$ cat src/hw/rtl/werm_pkg.sv
`timescale 1ns / 1ps

package werm_pkg;

   localparam int BINS       = 64;
   localparam int BIN_MS     = 1000;
   localparam int BIN_AW     = $clog2(BINS);
   localparam int BIN_CNT_W  = $clog2(BINS + 1);
   localparam int BIN_W      = 16;
   localparam int WORD_W     = 2 * BIN_W;
   localparam int MS_W       = 16;
   localparam int SINCE_W    = 10;
   localparam int PIN_W      = 8;
   localparam int KIND_W     = 2;
   localparam int SEL_W      = 2;
   localparam int RATE_W     = 32;
   localparam int WIN_BASE   = (BINS - 1) * BIN_MS;
   localparam int WIN_W      = $clog2(BINS * BIN_MS + 1);
   localparam int SUM_W      = $clog2(2 * BINS * ((1 << BIN_W) - 1) + 1);
   localparam int MS_PER_S   = 1000;
   localparam int Q8_ONE     = 256;
   localparam int RATE_SCALE = MS_PER_S * Q8_ONE;
   localparam int SCALE_W    = $clog2(RATE_SCALE + 1);
   localparam int NUM_W      = SUM_W + SCALE_W + 1;
   localparam int DIV_CNT_W  = $clog2(NUM_W + 1);
   localparam int CSR_IDX_W  = 2;
   localparam int CSR_DATA_W = 10;

   localparam logic [PIN_W-1:0]   AND_PIN_RESET = PIN_W'(5);
   localparam logic [PIN_W-1:0]   XOR_PIN_RESET = PIN_W'(6);
   localparam logic [SINCE_W-1:0] HOLDOFF_RESET = SINCE_W'(30);

   typedef enum logic [KIND_W-1:0] {
      KIND_TICK  = 2'd0,
      KIND_PULSE = 2'd1,
      KIND_QUERY = 2'd2
   } kind_type;

   typedef enum logic [SEL_W-1:0] {
      SEL_XOR  = 2'd0,
      SEL_AND  = 2'd1,
      SEL_BOTH = 2'd2
   } sel_type;

   typedef enum logic {
      RES_PULSE = 1'b0,
      RES_RATE  = 1'b1
   } res_kind_type;

   typedef enum logic [CSR_IDX_W-1:0] {
      CSR_AND_PIN = 2'd0,
      CSR_XOR_PIN = 2'd1,
      CSR_HOLDOFF = 2'd2
   } csr_index_type;

   typedef enum logic [2:0] {
      ST_IDLE,
      ST_PULSE,
      ST_SUM,
      ST_MUL,
      ST_DIV,
      ST_DONE
   } state_type;

   typedef struct packed {
      logic tick;
      logic pulse_start;
      logic pulse_commit;
      logic sum_start;
      logic sum_step;
      logic mul_load;
      logic div_step;
      logic rate_commit;
   } cmd_type;

   typedef struct packed {
      logic out_free;
      logic sum_last;
      logic div_last;
   } status_type;

endpackage

$ cat src/hw/rtl/werm_req_if.sv
`timescale 1ns / 1ps

interface werm_req_if;
   logic                          valid;
   logic                          ready;
   logic [werm_pkg::KIND_W-1:0]   kind;
   logic [werm_pkg::PIN_W-1:0]    pin;
   logic [werm_pkg::SEL_W-1:0]    rate_select;

   modport source (output valid, kind, pin, rate_select, input ready);
   modport sink   (input valid, kind, pin, rate_select, output ready);
endinterface

$ cat src/hw/rtl/werm_rsp_if.sv
`timescale 1ns / 1ps

interface werm_rsp_if;
   logic                          valid;
   logic                          ready;
   logic                          result_kind;
   logic [werm_pkg::PIN_W-1:0]    out_pin;
   logic [werm_pkg::RATE_W-1:0]   rate_q8;

   modport source (output valid, result_kind, out_pin, rate_q8, input ready);
   modport sink   (input valid, result_kind, out_pin, rate_q8, output ready);
endinterface

$ cat src/hw/rtl/werm_div.sv
`timescale 1ns / 1ps

module werm_div (
   input  logic                         clock,
   input  logic                         reset,
   input  logic                         load,
   input  logic                         step,
   input  logic [werm_pkg::NUM_W-1:0]   numer,
   input  logic [werm_pkg::WIN_W-1:0]   denom,
   output logic [werm_pkg::NUM_W-1:0]   quot,
   output logic                         last
);

   logic [werm_pkg::NUM_W-1:0]     num_ff, num_in;
   logic [werm_pkg::WIN_W-1:0]     rem_ff, rem_in;
   logic [werm_pkg::WIN_W-1:0]     den_ff, den_in;
   logic [werm_pkg::DIV_CNT_W-1:0] cnt_ff, cnt_in;
   logic [werm_pkg::WIN_W:0]       trial;
   logic                           fits;

   assign trial = {rem_ff, num_ff[werm_pkg::NUM_W-1]};
   assign fits  = trial >= {1'b0, den_ff};
   assign quot  = num_ff;
   assign last  = cnt_ff == werm_pkg::DIV_CNT_W'(werm_pkg::NUM_W - 1);

   always_comb begin
      num_in = num_ff;
      rem_in = rem_ff;
      den_in = den_ff;
      cnt_in = cnt_ff;
      if (load) begin
         num_in = numer;
         rem_in = '0;
         den_in = denom;
         cnt_in = '0;
      end else if (step) begin
         num_in = {num_ff[werm_pkg::NUM_W-2:0], fits};
         rem_in = fits ? werm_pkg::WIN_W'(trial - {1'b0, den_ff})
                       : trial[werm_pkg::WIN_W-1:0];
         cnt_in = cnt_ff + 1'b1;
      end
   end

   always_ff @(posedge clock) begin
      num_ff <= num_in;
      rem_ff <= rem_in;
      den_ff <= den_in;
      if (reset) begin
         cnt_ff <= '0;
      end else begin
         cnt_ff <= cnt_in;
      end
   end

endmodule

$ cat src/hw/rtl/werm_dp.sv
`timescale 1ns / 1ps

module werm_dp (
   input  logic                              clock,
   input  logic                              reset,
   input  werm_pkg::cmd_type                 cmd,
   output werm_pkg::status_type              status,
   input  logic [werm_pkg::PIN_W-1:0]        req_pin,
   input  logic [werm_pkg::SEL_W-1:0]        req_rate_select,
   input  logic                              csr_write_enable,
   input  logic [werm_pkg::CSR_IDX_W-1:0]    csr_index,
   input  logic [werm_pkg::CSR_DATA_W-1:0]   csr_write_data,
   output logic                              rsp_valid,
   input  logic                              rsp_ready,
   output logic                              rsp_result_kind,
   output logic [werm_pkg::PIN_W-1:0]        rsp_out_pin,
   output logic [werm_pkg::RATE_W-1:0]       rsp_rate_q8
);

   localparam logic [werm_pkg::MS_W-1:0] BIN_MS_V = werm_pkg::MS_W'(werm_pkg::BIN_MS);
   localparam logic [werm_pkg::NUM_W-1:0] RATE_SAT = werm_pkg::NUM_W'(64'hFFFF_FFFF);

   logic [werm_pkg::PIN_W-1:0]    and_pin_ff, and_pin_in;
   logic [werm_pkg::PIN_W-1:0]    xor_pin_ff, xor_pin_in;
   logic [werm_pkg::SINCE_W-1:0]  holdoff_ff, holdoff_in;

   logic [werm_pkg::WORD_W-1:0]   mem [werm_pkg::BINS];
   logic [werm_pkg::BINS-1:0]     valid_ff, valid_in;
   logic [werm_pkg::WORD_W-1:0]   rd_word_ff;
   logic                          rd_valid_ff;
   logic [werm_pkg::BIN_AW-1:0]   rd_addr;
   logic                          mem_we;
   logic [werm_pkg::WORD_W-1:0]   wr_word;
   logic [werm_pkg::WORD_W-1:0]   entry;

   logic [werm_pkg::BIN_AW-1:0]   newest_ff, newest_in;
   logic [werm_pkg::MS_W-1:0]     ms_ff, ms_in, ms_inc;
   logic [werm_pkg::SINCE_W-1:0]  and_since_ff, and_since_in;
   logic [werm_pkg::SINCE_W-1:0]  xor_since_ff, xor_since_in;

   logic [werm_pkg::PIN_W-1:0]    pin_ff, pin_in;
   logic [werm_pkg::SEL_W-1:0]    sel_ff, sel_in;
   logic [werm_pkg::BIN_CNT_W-1:0] cnt_ff, cnt_in;
   logic [werm_pkg::SUM_W-1:0]    acc_ff, acc_in;
   logic [werm_pkg::BIN_W:0]      part;

   logic [werm_pkg::BIN_W-1:0]    and_bin, xor_bin, and_bin_new, xor_bin_new;
   logic                          and_hit, xor_hit, and_block, xor_act, xor_block, forward;

   logic [werm_pkg::WIN_W-1:0]    win;
   logic [werm_pkg::NUM_W-1:0]    numer, quot;
   logic                          div_last;

   logic                          rsp_valid_ff, rsp_valid_in;
   logic                          rsp_kind_ff, rsp_kind_in;
   logic [werm_pkg::PIN_W-1:0]    rsp_pin_ff, rsp_pin_in;
   logic [werm_pkg::RATE_W-1:0]   rsp_rate_ff, rsp_rate_in;

   // configuration
   always_comb begin
      and_pin_in = and_pin_ff;
      xor_pin_in = xor_pin_ff;
      holdoff_in = holdoff_ff;
      if (csr_write_enable) begin
         unique case (csr_index)
            werm_pkg::CSR_AND_PIN: and_pin_in = csr_write_data[werm_pkg::PIN_W-1:0];
            werm_pkg::CSR_XOR_PIN: xor_pin_in = csr_write_data[werm_pkg::PIN_W-1:0];
            werm_pkg::CSR_HOLDOFF: holdoff_in = csr_write_data[werm_pkg::SINCE_W-1:0];
            default: ;
         endcase
      end
   end

   // bin memory
   assign entry   = rd_valid_ff ? rd_word_ff : '0;
   assign and_bin = entry[werm_pkg::WORD_W-1:werm_pkg::BIN_W];
   assign xor_bin = entry[werm_pkg::BIN_W-1:0];

   always_comb begin
      rd_addr = newest_ff;
      if (cmd.sum_start) begin
         rd_addr = '0;
      end else if (cmd.sum_step && !status.sum_last) begin
         rd_addr = cnt_ff[werm_pkg::BIN_AW-1:0];
      end
   end

   always_ff @(posedge clock) begin
      if (mem_we) begin
         mem[newest_ff] <= wr_word;
      end
      rd_word_ff  <= mem[rd_addr];
      rd_valid_ff <= valid_ff[rd_addr];
   end

   // pulse decision
   assign and_hit   = pin_ff == and_pin_ff;
   assign xor_hit   = pin_ff == xor_pin_ff;
   assign and_block = and_hit && (and_since_ff < holdoff_ff);
   assign xor_act   = xor_hit && !and_block;
   assign xor_block = xor_act && (xor_since_ff < holdoff_ff);
   assign forward   = !and_block && !xor_block;

   assign and_bin_new = (and_hit && and_bin != '1) ? and_bin + 1'b1 : and_bin;
   assign xor_bin_new = (xor_act && xor_bin != '1) ? xor_bin + 1'b1 : xor_bin;
   assign wr_word     = {and_bin_new, xor_bin_new};
   assign mem_we      = cmd.pulse_commit && (and_hit || xor_hit);

   // time base, bins ring and holdoff counters
   assign ms_inc = ms_ff + 1'b1;

   always_comb begin
      valid_in     = valid_ff;
      newest_in    = newest_ff;
      ms_in        = ms_ff;
      and_since_in = and_since_ff;
      xor_since_in = xor_since_ff;
      if (cmd.tick) begin
         ms_in = ms_inc;
         if (and_since_ff != '1) begin
            and_since_in = and_since_ff + 1'b1;
         end
         if (xor_since_ff != '1) begin
            xor_since_in = xor_since_ff + 1'b1;
         end
         if (ms_inc > BIN_MS_V) begin
            ms_in     = ms_inc - BIN_MS_V;
            newest_in = (newest_ff == '0) ? werm_pkg::BIN_AW'(werm_pkg::BINS - 1)
                                          : newest_ff - 1'b1;
            valid_in[newest_in] = 1'b0;
         end
      end else if (cmd.pulse_commit) begin
         if (mem_we) begin
            valid_in[newest_ff] = 1'b1;
         end
         if (and_hit && !and_block) begin
            and_since_in = '0;
         end
         if (xor_act && !xor_block) begin
            xor_since_in = '0;
         end
      end
   end

   // item capture and bin sweep
   always_comb begin
      unique case (sel_ff)
         werm_pkg::SEL_XOR:  part = {1'b0, xor_bin};
         werm_pkg::SEL_AND:  part = {1'b0, and_bin};
         werm_pkg::SEL_BOTH: part = {1'b0, and_bin} + {1'b0, xor_bin};
         default:            part = '0;
      endcase
   end

   always_comb begin
      pin_in = pin_ff;
      sel_in = sel_ff;
      cnt_in = cnt_ff;
      acc_in = acc_ff;
      if (cmd.pulse_start) begin
         pin_in = req_pin;
      end
      if (cmd.sum_start) begin
         sel_in = req_rate_select;
         cnt_in = werm_pkg::BIN_CNT_W'(1);
         acc_in = '0;
      end else if (cmd.sum_step) begin
         acc_in = acc_ff + werm_pkg::SUM_W'(part);
         if (!status.sum_last) begin
            cnt_in = cnt_ff + 1'b1;
         end
      end
   end

   // rate division
   assign win   = werm_pkg::WIN_W'(werm_pkg::WIN_BASE) + werm_pkg::WIN_W'(ms_ff);
   assign numer = werm_pkg::NUM_W'(acc_ff) * werm_pkg::NUM_W'(werm_pkg::RATE_SCALE)
                + werm_pkg::NUM_W'(win >> 1);

   werm_div u_div (
      .clock (clock),
      .reset (reset),
      .load  (cmd.mul_load),
      .step  (cmd.div_step),
      .numer (numer),
      .denom (win),
      .quot  (quot),
      .last  (div_last)
   );

   // result word register
   always_comb begin
      rsp_valid_in = rsp_valid_ff && !rsp_ready;
      rsp_kind_in  = rsp_kind_ff;
      rsp_pin_in   = rsp_pin_ff;
      rsp_rate_in  = rsp_rate_ff;
      if (cmd.pulse_commit && forward) begin
         rsp_valid_in = 1'b1;
         rsp_kind_in  = werm_pkg::RES_PULSE;
         rsp_pin_in   = pin_ff;
         rsp_rate_in  = '0;
      end else if (cmd.rate_commit) begin
         rsp_valid_in = 1'b1;
         rsp_kind_in  = werm_pkg::RES_RATE;
         rsp_pin_in   = '0;
         rsp_rate_in  = (quot > RATE_SAT) ? '1 : quot[werm_pkg::RATE_W-1:0];
      end
   end

   assign status.out_free = !rsp_valid_ff || rsp_ready;
   assign status.sum_last = cnt_ff == werm_pkg::BIN_CNT_W'(werm_pkg::BINS);
   assign status.div_last = div_last;

   assign rsp_valid       = rsp_valid_ff;
   assign rsp_result_kind = rsp_kind_ff;
   assign rsp_out_pin     = rsp_pin_ff;
   assign rsp_rate_q8     = rsp_rate_ff;

   always_ff @(posedge clock) begin
      pin_ff      <= pin_in;
      sel_ff      <= sel_in;
      acc_ff      <= acc_in;
      rsp_kind_ff <= rsp_kind_in;
      rsp_pin_ff  <= rsp_pin_in;
      rsp_rate_ff <= rsp_rate_in;
      if (reset) begin
         and_pin_ff   <= werm_pkg::AND_PIN_RESET;
         xor_pin_ff   <= werm_pkg::XOR_PIN_RESET;
         holdoff_ff   <= werm_pkg::HOLDOFF_RESET;
         valid_ff     <= '0;
         newest_ff    <= '0;
         ms_ff        <= '0;
         and_since_ff <= '0;
         xor_since_ff <= '0;
         cnt_ff       <= '0;
         rsp_valid_ff <= 1'b0;
      end else begin
         and_pin_ff   <= and_pin_in;
         xor_pin_ff   <= xor_pin_in;
         holdoff_ff   <= holdoff_in;
         valid_ff     <= valid_in;
         newest_ff    <= newest_in;
         ms_ff        <= ms_in;
         and_since_ff <= and_since_in;
         xor_since_ff <= xor_since_in;
         cnt_ff       <= cnt_in;
         rsp_valid_ff <= rsp_valid_in;
      end
   end

endmodule

$ cat src/hw/rtl/werm_ctrl.sv
`timescale 1ns / 1ps

module werm_ctrl (
   input  logic                          clock,
   input  logic                          reset,
   input  logic                          req_valid,
   output logic                          req_ready,
   input  logic [werm_pkg::KIND_W-1:0]   req_kind,
   input  werm_pkg::status_type          status,
   output werm_pkg::cmd_type             cmd
);

   werm_pkg::state_type state_ff, state_in;
   logic                accept;

   assign req_ready = (state_ff == werm_pkg::ST_IDLE) && !reset;
   assign accept    = req_valid && req_ready;

   always_comb begin
      state_in = state_ff;
      unique case (state_ff)
         werm_pkg::ST_IDLE: begin
            if (accept) begin
               unique case (req_kind)
                  werm_pkg::KIND_PULSE: state_in = werm_pkg::ST_PULSE;
                  werm_pkg::KIND_QUERY: state_in = werm_pkg::ST_SUM;
                  default:              state_in = werm_pkg::ST_IDLE;
               endcase
            end
         end
         werm_pkg::ST_PULSE: begin
            if (status.out_free) begin
               state_in = werm_pkg::ST_IDLE;
            end
         end
         werm_pkg::ST_SUM: begin
            if (status.sum_last) begin
               state_in = werm_pkg::ST_MUL;
            end
         end
         werm_pkg::ST_MUL: state_in = werm_pkg::ST_DIV;
         werm_pkg::ST_DIV: begin
            if (status.div_last) begin
               state_in = werm_pkg::ST_DONE;
            end
         end
         werm_pkg::ST_DONE: begin
            if (status.out_free) begin
               state_in = werm_pkg::ST_IDLE;
            end
         end
         default: state_in = werm_pkg::ST_IDLE;
      endcase
   end

   always_comb begin
      cmd = '0;
      unique case (state_ff)
         werm_pkg::ST_IDLE: begin
            if (accept) begin
               unique case (req_kind)
                  werm_pkg::KIND_TICK:  cmd.tick        = 1'b1;
                  werm_pkg::KIND_PULSE: cmd.pulse_start = 1'b1;
                  werm_pkg::KIND_QUERY: cmd.sum_start   = 1'b1;
                  default: ;
               endcase
            end
         end
         werm_pkg::ST_PULSE: cmd.pulse_commit = status.out_free;
         werm_pkg::ST_SUM:   cmd.sum_step     = 1'b1;
         werm_pkg::ST_MUL:   cmd.mul_load     = 1'b1;
         werm_pkg::ST_DIV:   cmd.div_step     = 1'b1;
         werm_pkg::ST_DONE:  cmd.rate_commit  = status.out_free;
         default: ;
      endcase
   end

   always_ff @(posedge clock) begin
      if (reset) begin
         state_ff <= werm_pkg::ST_IDLE;
      end else begin
         state_ff <= state_in;
      end
   end

endmodule

$ cat src/hw/rtl/windowed_event_rate_meter.sv
`timescale 1ns / 1ps

// Windowed event rate meter. A tick item is taken in the idle state and the
// block is ready again in the next cycle. A pulse reads the newest bin, then
// updates it once the result register is free. A rate query sweeps the 64
// bins of 1000 ms in the bin memory in turn, loads the restoring divider,
// which then yields one quotient bit per cycle, and commits the rate once the
// result register is free. Bins are cleared by per-entry valid bits, so no
// clearing pass follows reset.

module windowed_event_rate_meter (
   input  logic                              clock,
   input  logic                              reset,
   werm_req_if.sink                          req_port,
   werm_rsp_if.source                        rsp_port,
   input  logic                              csr_write_enable,
   input  logic [werm_pkg::CSR_IDX_W-1:0]    csr_index,
   input  logic [werm_pkg::CSR_DATA_W-1:0]   csr_write_data
);

   werm_pkg::cmd_type    cmd;
   werm_pkg::status_type status;

   werm_ctrl u_ctrl (
      .clock     (clock),
      .reset     (reset),
      .req_valid (req_port.valid),
      .req_ready (req_port.ready),
      .req_kind  (req_port.kind),
      .status    (status),
      .cmd       (cmd)
   );

   werm_dp u_dp (
      .clock            (clock),
      .reset            (reset),
      .cmd              (cmd),
      .status           (status),
      .req_pin          (req_port.pin),
      .req_rate_select  (req_port.rate_select),
      .csr_write_enable (csr_write_enable),
      .csr_index        (csr_index),
      .csr_write_data   (csr_write_data),
      .rsp_valid        (rsp_port.valid),
      .rsp_ready        (rsp_port.ready),
      .rsp_result_kind  (rsp_port.result_kind),
      .rsp_out_pin      (rsp_port.out_pin),
      .rsp_rate_q8      (rsp_port.rate_q8)
   );

endmodule

$ cat src/flat_wrapper.sv
// flat-port wrapper written by rule: the top's interface ports become plain ports
module windowed_event_rate_meter_flat 
  (clock, reset, csr_write_enable, csr_index, csr_write_data, req_port_valid, req_port_kind, req_port_pin, req_port_rate_select, req_port_ready, rsp_port_valid, rsp_port_result_kind, rsp_port_out_pin, rsp_port_rate_q8, rsp_port_ready);
  werm_req_if req_port_i ();
  werm_rsp_if rsp_port_i ();
  input  logic clock;
  input  logic reset;
  input  logic csr_write_enable;
  input  logic [werm_pkg::CSR_IDX_W-1:0] csr_index;
  input  logic [werm_pkg::CSR_DATA_W-1:0] csr_write_data;
  input wire logic [$bits(req_port_i.valid)-1:0] req_port_valid;
  input wire logic [$bits(req_port_i.kind)-1:0] req_port_kind;
  input wire logic [$bits(req_port_i.pin)-1:0] req_port_pin;
  input wire logic [$bits(req_port_i.rate_select)-1:0] req_port_rate_select;
  output wire logic [$bits(req_port_i.ready)-1:0] req_port_ready;
  output wire logic [$bits(rsp_port_i.valid)-1:0] rsp_port_valid;
  output wire logic [$bits(rsp_port_i.result_kind)-1:0] rsp_port_result_kind;
  output wire logic [$bits(rsp_port_i.out_pin)-1:0] rsp_port_out_pin;
  output wire logic [$bits(rsp_port_i.rate_q8)-1:0] rsp_port_rate_q8;
  input wire logic [$bits(rsp_port_i.ready)-1:0] rsp_port_ready;
  assign req_port_i.valid = req_port_valid;
  assign req_port_i.kind = req_port_kind;
  assign req_port_i.pin = req_port_pin;
  assign req_port_i.rate_select = req_port_rate_select;
  assign req_port_ready = req_port_i.ready;
  assign rsp_port_valid = rsp_port_i.valid;
  assign rsp_port_result_kind = rsp_port_i.result_kind;
  assign rsp_port_out_pin = rsp_port_i.out_pin;
  assign rsp_port_rate_q8 = rsp_port_i.rate_q8;
  assign rsp_port_i.ready = rsp_port_ready;
  windowed_event_rate_meter u_core (.clock(clock), .reset(reset), .req_port(req_port_i), .rsp_port(rsp_port_i), .csr_write_enable(csr_write_enable), .csr_index(csr_index), .csr_write_data(csr_write_data));
endmodule
$ cat config.mk
export PLATFORM = sky130hd
export DESIGN_NAME = windowed_event_rate_meter_flat
export DESIGN_NICKNAME = d
export VERILOG_FILES = /design/src/hw/rtl/werm_pkg.sv /design/src/hw/rtl/werm_req_if.sv /design/src/hw/rtl/werm_rsp_if.sv /design/src/hw/rtl/werm_div.sv /design/src/hw/rtl/werm_dp.sv /design/src/hw/rtl/werm_ctrl.sv /design/src/hw/rtl/windowed_event_rate_meter.sv /design/src/flat_wrapper.sv
export SDC_FILE = /design/constraint.sdc
export NUM_CORES = 2
export LEC_CHECK = 0
export BUFFER_PORTS_ARGS = -buffer_cell sky130_fd_sc_hd__buf_2
export CAP_MARGIN = 30
export CORE_MARGIN = 2
export CORE_UTILIZATION = 45
export DETAILED_ROUTE_END_ITERATION = 8
export PLACE_DENSITY = 0.61
export SETUP_SLACK_MARGIN = 0.1
export SLEW_MARGIN = 20
export SYNTH_ARGS = -nofsm -noshare
export SYNTH_HDL_FRONTEND = slang
export SYNTH_SLANG_ARGS = --single-unit
export TNS_END_PERCENT = 30
$ cat constraint.sdc
create_clock -name clock -period 13.6 [get_ports clock]
set_input_delay 3.4 -clock clock [delete_from_list [all_inputs] [get_ports clock]]
set_output_delay 3.4 -clock clock [all_outputs]
set_load 0.05 [all_outputs]
### Yosys cells after proc, flatten, opt, wreduce, memory -nomap -nowiden

Memories as Yosys holds them, arrays and structs flattened. A register that Yosys moved wholly into a read port is not among the register bits.
Cells that the tools add are included.

* memories: 1
* output and inout bits: 43
* flip-flop bits (word level): 298
* RAM bits: 2048

Memories
* u_core.u_dp.mem: depth 64, bits a word 32, rd ports 1, clocked after memory_dff 1, wr ports 1, line werm_dp.sv:27 `logic [werm_pkg::WORD_W-1:0] mem [werm_pkg::BINS];`

* equal/unequal tests: 27
* bitwise gates (word level): 4
* $mul: 1
* reductions and logical operators: 49
* add/sub/neg operators: 14
* muxes and demuxes: 57
* order comparisons: 10

Operators with widths (number)
* $mux W64: 4
* $mux W42: 2
* $mux W10: 8
* $and A64 B64 Y64: 1
* $mux W16: 4
* $mux W32: 2
* $not A64 Y64: 1
* $or A64 B64 Y64: 1
* $pmux W17 S3: 1
* $add A16 B1 Y16 const B: 3
* $add A41 B15 Y42: 1
* $gt A42 B32 Y1 const B: 1
* $ne A16 B16 Y1 const B: 2
* $mul A23 B7 Y30 const B: 1
* $add A23 B17 Y23: 1
* $lt A6 B7 Y1 const B: 3
* $add A10 B1 Y10 const B: 2
* $lt A10 B10 Y1: 2
* $mux W1: 20
* $ne A10 B10 Y1 const B: 2
* $mux W6: 3
* $add A16 B16 Y17: 1
* $ge A17 B16 Y1: 1
* $add A16 B16 Y16 const A: 1
* 36 further kinds: 94

### Depth between registers and ports, before layout

* word-level depth: 10
* depth in mapped cells: 27

### Modules after synthesis

From an unflattened synthesis, not the netlist that was laid out.

* cells, all modules: 5759
* area, all modules: 100091.0 um2

Modules (own cells, without submodules)
* werm_dp: instances 1, area an instance 95741.8 um2, cells an instance 5394, seq. area each 66623.9 um2
* werm_div: instances 1, area an instance 4098.9 um2, cells an instance 334, seq. area each 2182.1 um2
* werm_ctrl: instances 1, area an instance 250.2 um2, cells an instance 31, seq. area each 60.1 um2

### Least setup slack after synthesis

No wires, ideal clock.

* path kind: input to output
* start point: in reset
* end point: out req_port_ready
* required time: 10200 ps
* arrival: 5026 ps
* path slack: 5174 ps
* stages: 1
* cell sequence: nor4_1

* cells in the longest elaborated chain, start to end: 2

Ends and longest elaborated chain
* start: declaration: line flat_wrapper.sv:7 `input logic reset;`
* $logic_not A1 Y1: line werm_ctrl.sv:16 `assign req_ready = (state_ff == werm_pkg::ST_IDLE) && !reset;`
* $logic_and A1 B1 Y1: line werm_ctrl.sv:16
* end: declaration: line flat_wrapper.sv:15 `output wire logic [$bits(req_port_i.ready)-1:0] req_port_ready;`

No other way between the ends.

### Worst setup path after layout

* start point: in reset
* end point: reg u_core.u_dp.rd_word_ff[29] (netlist name), read port of u_core.u_dp.mem

* cells in the longest elaborated chain, start to end: 6

Ends and longest elaborated chain
* $logic_not A1 Y1: line werm_ctrl.sv:16
* $logic_and A1 B1 Y1: line werm_ctrl.sv:16
* $logic_and A1 B1 Y1: line werm_ctrl.sv:17 `assign accept = req_valid && req_ready;`
* $mux W1: line werm_ctrl.sv:60 `if (accept) begin`
* $mux W1: line werm_ctrl.sv:58 `unique case (state_ff)`
* $mux W6: line werm_dp.sv:81 `if (cmd.sum_start) begin`
* end: declaration: line werm_dp.sv:29 `logic [werm_pkg::WORD_W-1:0] rd_word_ff;`

No other way between the ends.
A chain may end at the register's enable or synchronous reset.

==> results.rst <==
.. list-table::
   :header-rows: 1

   * - Metric
     - Value
   * - Outcome
     - complete, no violations
   * - Startpoint of the lowest-slack register-to-register path
     - u_core.u_dp.acc_ff[1]
   * - Clock tree from TritonCTS
     - yes
   * - Average cell area after synthesis
     - 12.0 µm²
   * - Placer Congestion
     - 0.932
   * - Count of flip-flops with a built-in enable after synthesis
     - 2,124
   * - Critical path startpoint category
     - input pin
   * - Startpoint-to-endpoint class of the critical path
     - input pin to flop
   * - Average detailed-routed wire length per instance
     - 26.2 µm
   * - Synthesized net count
     - 8,879
   * - Crit Path Max Fanout
     - 136
   * - Proportion of synthesized flip-flops having asynchronous set or reset
     - 0%
   * - Netlist cell types
     - 83
   * - Power share of the sequential group
     - 51.6%
   * - Highest-count cells in the layout ignoring fill and taps
     - edfxtp_1 (2,124), nand2_1 (2,116), nand3_1 (747)
   * - Congestion Overflow GR
     - 0
   * - Clock Path Buffers
     - 3
   * - Total I/O pin count
     - 72
   * - Total power consumption of the routed design
     - 15.3 mW
   * - Residual antenna-violating net count after detailed routing
     - 0
   * - WP data arrival
     - 9.00 ns
   * - Switching power share of the total
     - 23.2%
   * - Vias in the first global route
     - 67,300
   * - HP Class
     - flop to flop
   * - Cell with the most instances on the worst path
     - buf_4
   * - Hold Crit Depth
     - 2
   * - Initial antenna violation count
     - 5
   * - Area enclosed by the die boundary
     - 0.234 mm²
   * - Via density
     - 6.02
   * - Die W
     - 484 µm
   * - Number of max-slew violations in the final report
     - 0
   * - Clock-pin slew on the worst setup and hold paths
     - 0.06 ns
   * - Number of violations reported at the end of detailed-routing iteration 0
     - 8,747
   * - Reg2reg path depth
     - 17
   * - Number of port buffers
     - 71
   * - Mapped cell area
     - 0.104 mm²
   * - Fin Clk Skew
     - 0.0850 ns
   * - Required time at the worst-slack endpoint
     - 14.42 ns
   * - Total setup violations reported at the end of the flow
     - 0
   * - Part of the cycle the worst path needs
     - 60.2%
   * - Area growth from synthesis to layout
     - 11.3%
   * - Pin count of the biggest net entering global routing
     - 172
   * - CTS root buffer
     - clkbuf_16
   * - Initial standard-cell utilization of the core
     - 45.2%
   * - Final TNS setup
     - 0 ns
   * - Yosys reg bits
     - 2,378
   * - DIE HEIGHT
     - 484 µm
   * - Length of the first detailed-routing pass in iterations
     - 6
   * - Worst VDD drop
     - 0.000109 V
   * - Post-synth top flop
     - edfxtp_1
   * - Wire length of the first global-routing pass
     - 454,000 µm
   * - Number of CTS-inserted buffers
     - 234
   * - Final net count
     - 8,834
   * - Remaining max-slew budget at the tightest pin
     - 29.1%
   * - Sum of routed wire length over all layers
     - 309,000 µm
   * - Register-to-register path setup slack
     - 7.19 ns
   * - Core area
     - 0.229 mm²
   * - Measured slew at the worst slew-check pin
     - 1.06 ns
   * - Critical-path top delay cell
     - a2bb2oi_1
   * - Hold Fails Final Rpt
     - 0
   * - CP Cell Sequence
     - buf_4 -> nor4_1 -> nand3_4 -> buf_4 -> and2_4 -> buf_12 -> buf_4 -> a211oi_1 -> a311oi_1 -> a211oi_1 -> or4_1 -> a2bb2oi_1 -> o211a_1
   * - Number of setup buffers added after CTS
     - 0
   * - Crit path time final
     - 8.19 ns
   * - Clock share of power
     - 40.9%
   * - Count of hold buffers inserted by post-cts repair
     - 0
   * - Most common library cell in the layout ignoring fill and taps
     - edfxtp_1
   * - Sinks on the clock net
     - 2,378
   * - Max Cap Violations
     - 0
   * - H-tree depth
     - 4
   * - Total GRT Usage
     - 25.8%
   * - CP max stage delay
     - 0.81 ns
   * - Post-layout utilization of the core
     - 50.2%
   * - Worst hold endpoint
     - u_core.u_dp.holdoff_ff[5]
   * - Share of final-layout standard cells stronger than drive strength 1
     - 8.73%
   * - Share of synthesized area occupied by flip-flops and latches
     - 66.5%
   * - Synth warn
     - 0
   * - Power spent charging and discharging nets
     - 3.55 mW
   * - Via Count
     - 71,100
   * - Reported leakage power
     - 42.3 nW
   * - Power density cells
     - 133 mW/mm²
   * - Hold path startpoint
     - u_core.u_dp.holdoff_ff[5]
   * - Part of the total power dissipated in combinational logic
     - 7.5%
   * - Number of rows in the core area
     - 176
   * - Cell-internal power
     - 11.8 mW
   * - Detailed-route DRC error count
     - 0
   * - Clock latency of the later-clocked register in the worst-skew pair
     - 0.91 ns
   * - RR Endpoint
     - u_core.u_dp.u_div.quot[40]
   * - Maximum clock frequency
     - 122 MHz
   * - Setup repair after global routing missed its margin
     - no
   * - Synthesized instance count
     - 8,612
   * - Kind of end point of the critical path
     - flop
   * - Gates resized, CTS repair
     - 0
   * - HPWL after detailed placement
     - 172,000 µm
final cells by class:
class	instances	area (µm²)
inverter	200	751
clock buffer	307	6280
multi-input combinational	5480	32300
tap	3026	3790
antenna	6	15.0
sequential	2378	68900
timing repair buffer	273	2130
clock inverter	135	1070
fill	19600	114000
registers in the layout (all words and copies together), names as in the netlist, 2 cells and up:
signal / cells
u_core.u_dp.holdoff_ff: 10
u_core.u_dp.newest_ff: 6
u_core.u_dp.and_since_ff: 10
u_core.u_dp.acc_ff: 23
u_core.u_dp.xor_pin_ff: 8
u_core.u_dp.rsp_rate_q8: 32
u_core.u_dp.sel_ff: 2
u_core.u_dp.u_div.rem_ff: 16
u_core.u_dp.pin_ff: 8
u_core.u_dp.u_div.cnt_ff: 6
u_core.u_dp.mem: 2048
u_core.u_dp.valid_ff: 64
u_core.u_dp.ms_ff: 16
u_core.u_dp.u_div.quot: 42
u_core.u_dp.rd_word_ff: 32
u_core.u_dp.rsp_out_pin: 8
u_core.u_dp.u_div.den_ff: 16
u_core.u_dp.cnt_ff: 7
u_core.u_dp.xor_since_ff: 10
u_core.u_ctrl.state_ff: 3
u_core.u_dp.and_pin_ff: 8
logic make-up (layout without fill, tap and decap cells):
kind of cell	after synthesis	in the layout	share of synthesized area (%)
adder cells (fa/ha/maj)	238	238	3.50
AO/OA/AOI/OAI	1239	1239	8.54
other	0	6	0
buffers and inverters	754	915	3.16
multiplexers	61	61	0.812
AND/OR/NAND/NOR	3763	3763	15.9
flip-flops	2378	2378	66.5
XOR/XNOR	179	179	1.51
routing by layer:
layer	routed length [µm]	GRT usage, %	vias to the layer above
li1	-	-	31500
met1	124000	35.1	35400
met2	141000	40.7	3542
met3	27300	4.34	630
met4	16300	12.0	0
met5	0	0	-
worst max path at each step:
stage	startpoint	end	slack, ns	depth (start not counted)
2_1_floorplan	reset	req_port_ready	5.17	1
6_report	reset	u_core.u_dp.rd_word_ff[29]	5.41	13
5_1_grt	reset	req_port_ready	5.42	3
3_5_place_dp	reset	u_core.u_dp.rd_word_ff[29]	4.79	13
3_3_place_gp	reset	u_core.u_dp.rd_word_ff[29]	4.87	13
4_1_cts	reset	req_port_ready	5.55	3
per-stage QoR:
step                hold slack, ns  area (µm²)  std cells  setup WS (ns)
detailed placement           0.455      108000      11400           4.79
floorplan                    0.403      104000       8612           5.17
global route                 0.493      115000      11800           5.42
CTS                          0.466      115000      11800           5.55
finish                       0.467      115000      11800           5.41
global placement             0.447      108000      11300           4.87
critical path: cells and delay by family:
family | cells | cell delay [ns]
buffers and inverters | 4 | 2.02
AND/OR/NAND/NOR | 4 | 1.66
AO/OA/AOI/OAI | 5 | 1.60
synth_stat cells, types with 9 or more instances:
cell       instances  area (µm²)
a31oi_1           95         594
o21a_1             9        67.6
mux2i_1           39         390
buf_2            171         856
nor2_1           323        1210
nand3_1          748        3740
inv_1            199         747
a221oi_1          13         114
a311oi_1         301        2640
nand2b_1          20         125
buf_4             46         345
nor2b_1           24         150
and3_1           233        1460
nand2_1         2118        7950
fa_1              86        1720
o211a_1           18         180
clkbuf_1         300        1130
nand4_1           24         150
o211ai_1          48         360
a21oi_1          224        1120
a21o_1            42         315
o311ai_1           9        78.8
or2_2             10        62.6
mux4_2            18         405
and2_1            46         288
or3_1             31         194
nor4_1            20         125
xor2_1            78         683
or4_1             24         180
a211oi_1         159        1190
buf_1             30         113
a31o_2            11        96.3
and4_1            11        96.3
ha_1             152        1900
edfxtp_1        2124       63800
o31ai_1           12        90.1
nor3_1            92         460
a311o_1           12         120
a2111oi_0         21         184
o21ai_0          134         671
nor3b_1            9        67.6
xnor2_1          101         885
o22ai_1           50         313
a2bb2oi_1         16         140
dfxtp_1          254        5080
power by group through the flow:
stage          Sequential, mW  Combinational [mW]  Clock (mW)
4_1_cts                  7.90                1.16        6.33
3_5_place_dp             8.05                1.15           0
5_1_grt                  7.90                1.33        6.62
6_report                 7.90                1.15        6.25
2_1_floorplan            8.05               0.923           0
3_3_place_gp             8.05                1.12           0
No activity file was read; power rests on OpenSTA's default activity.
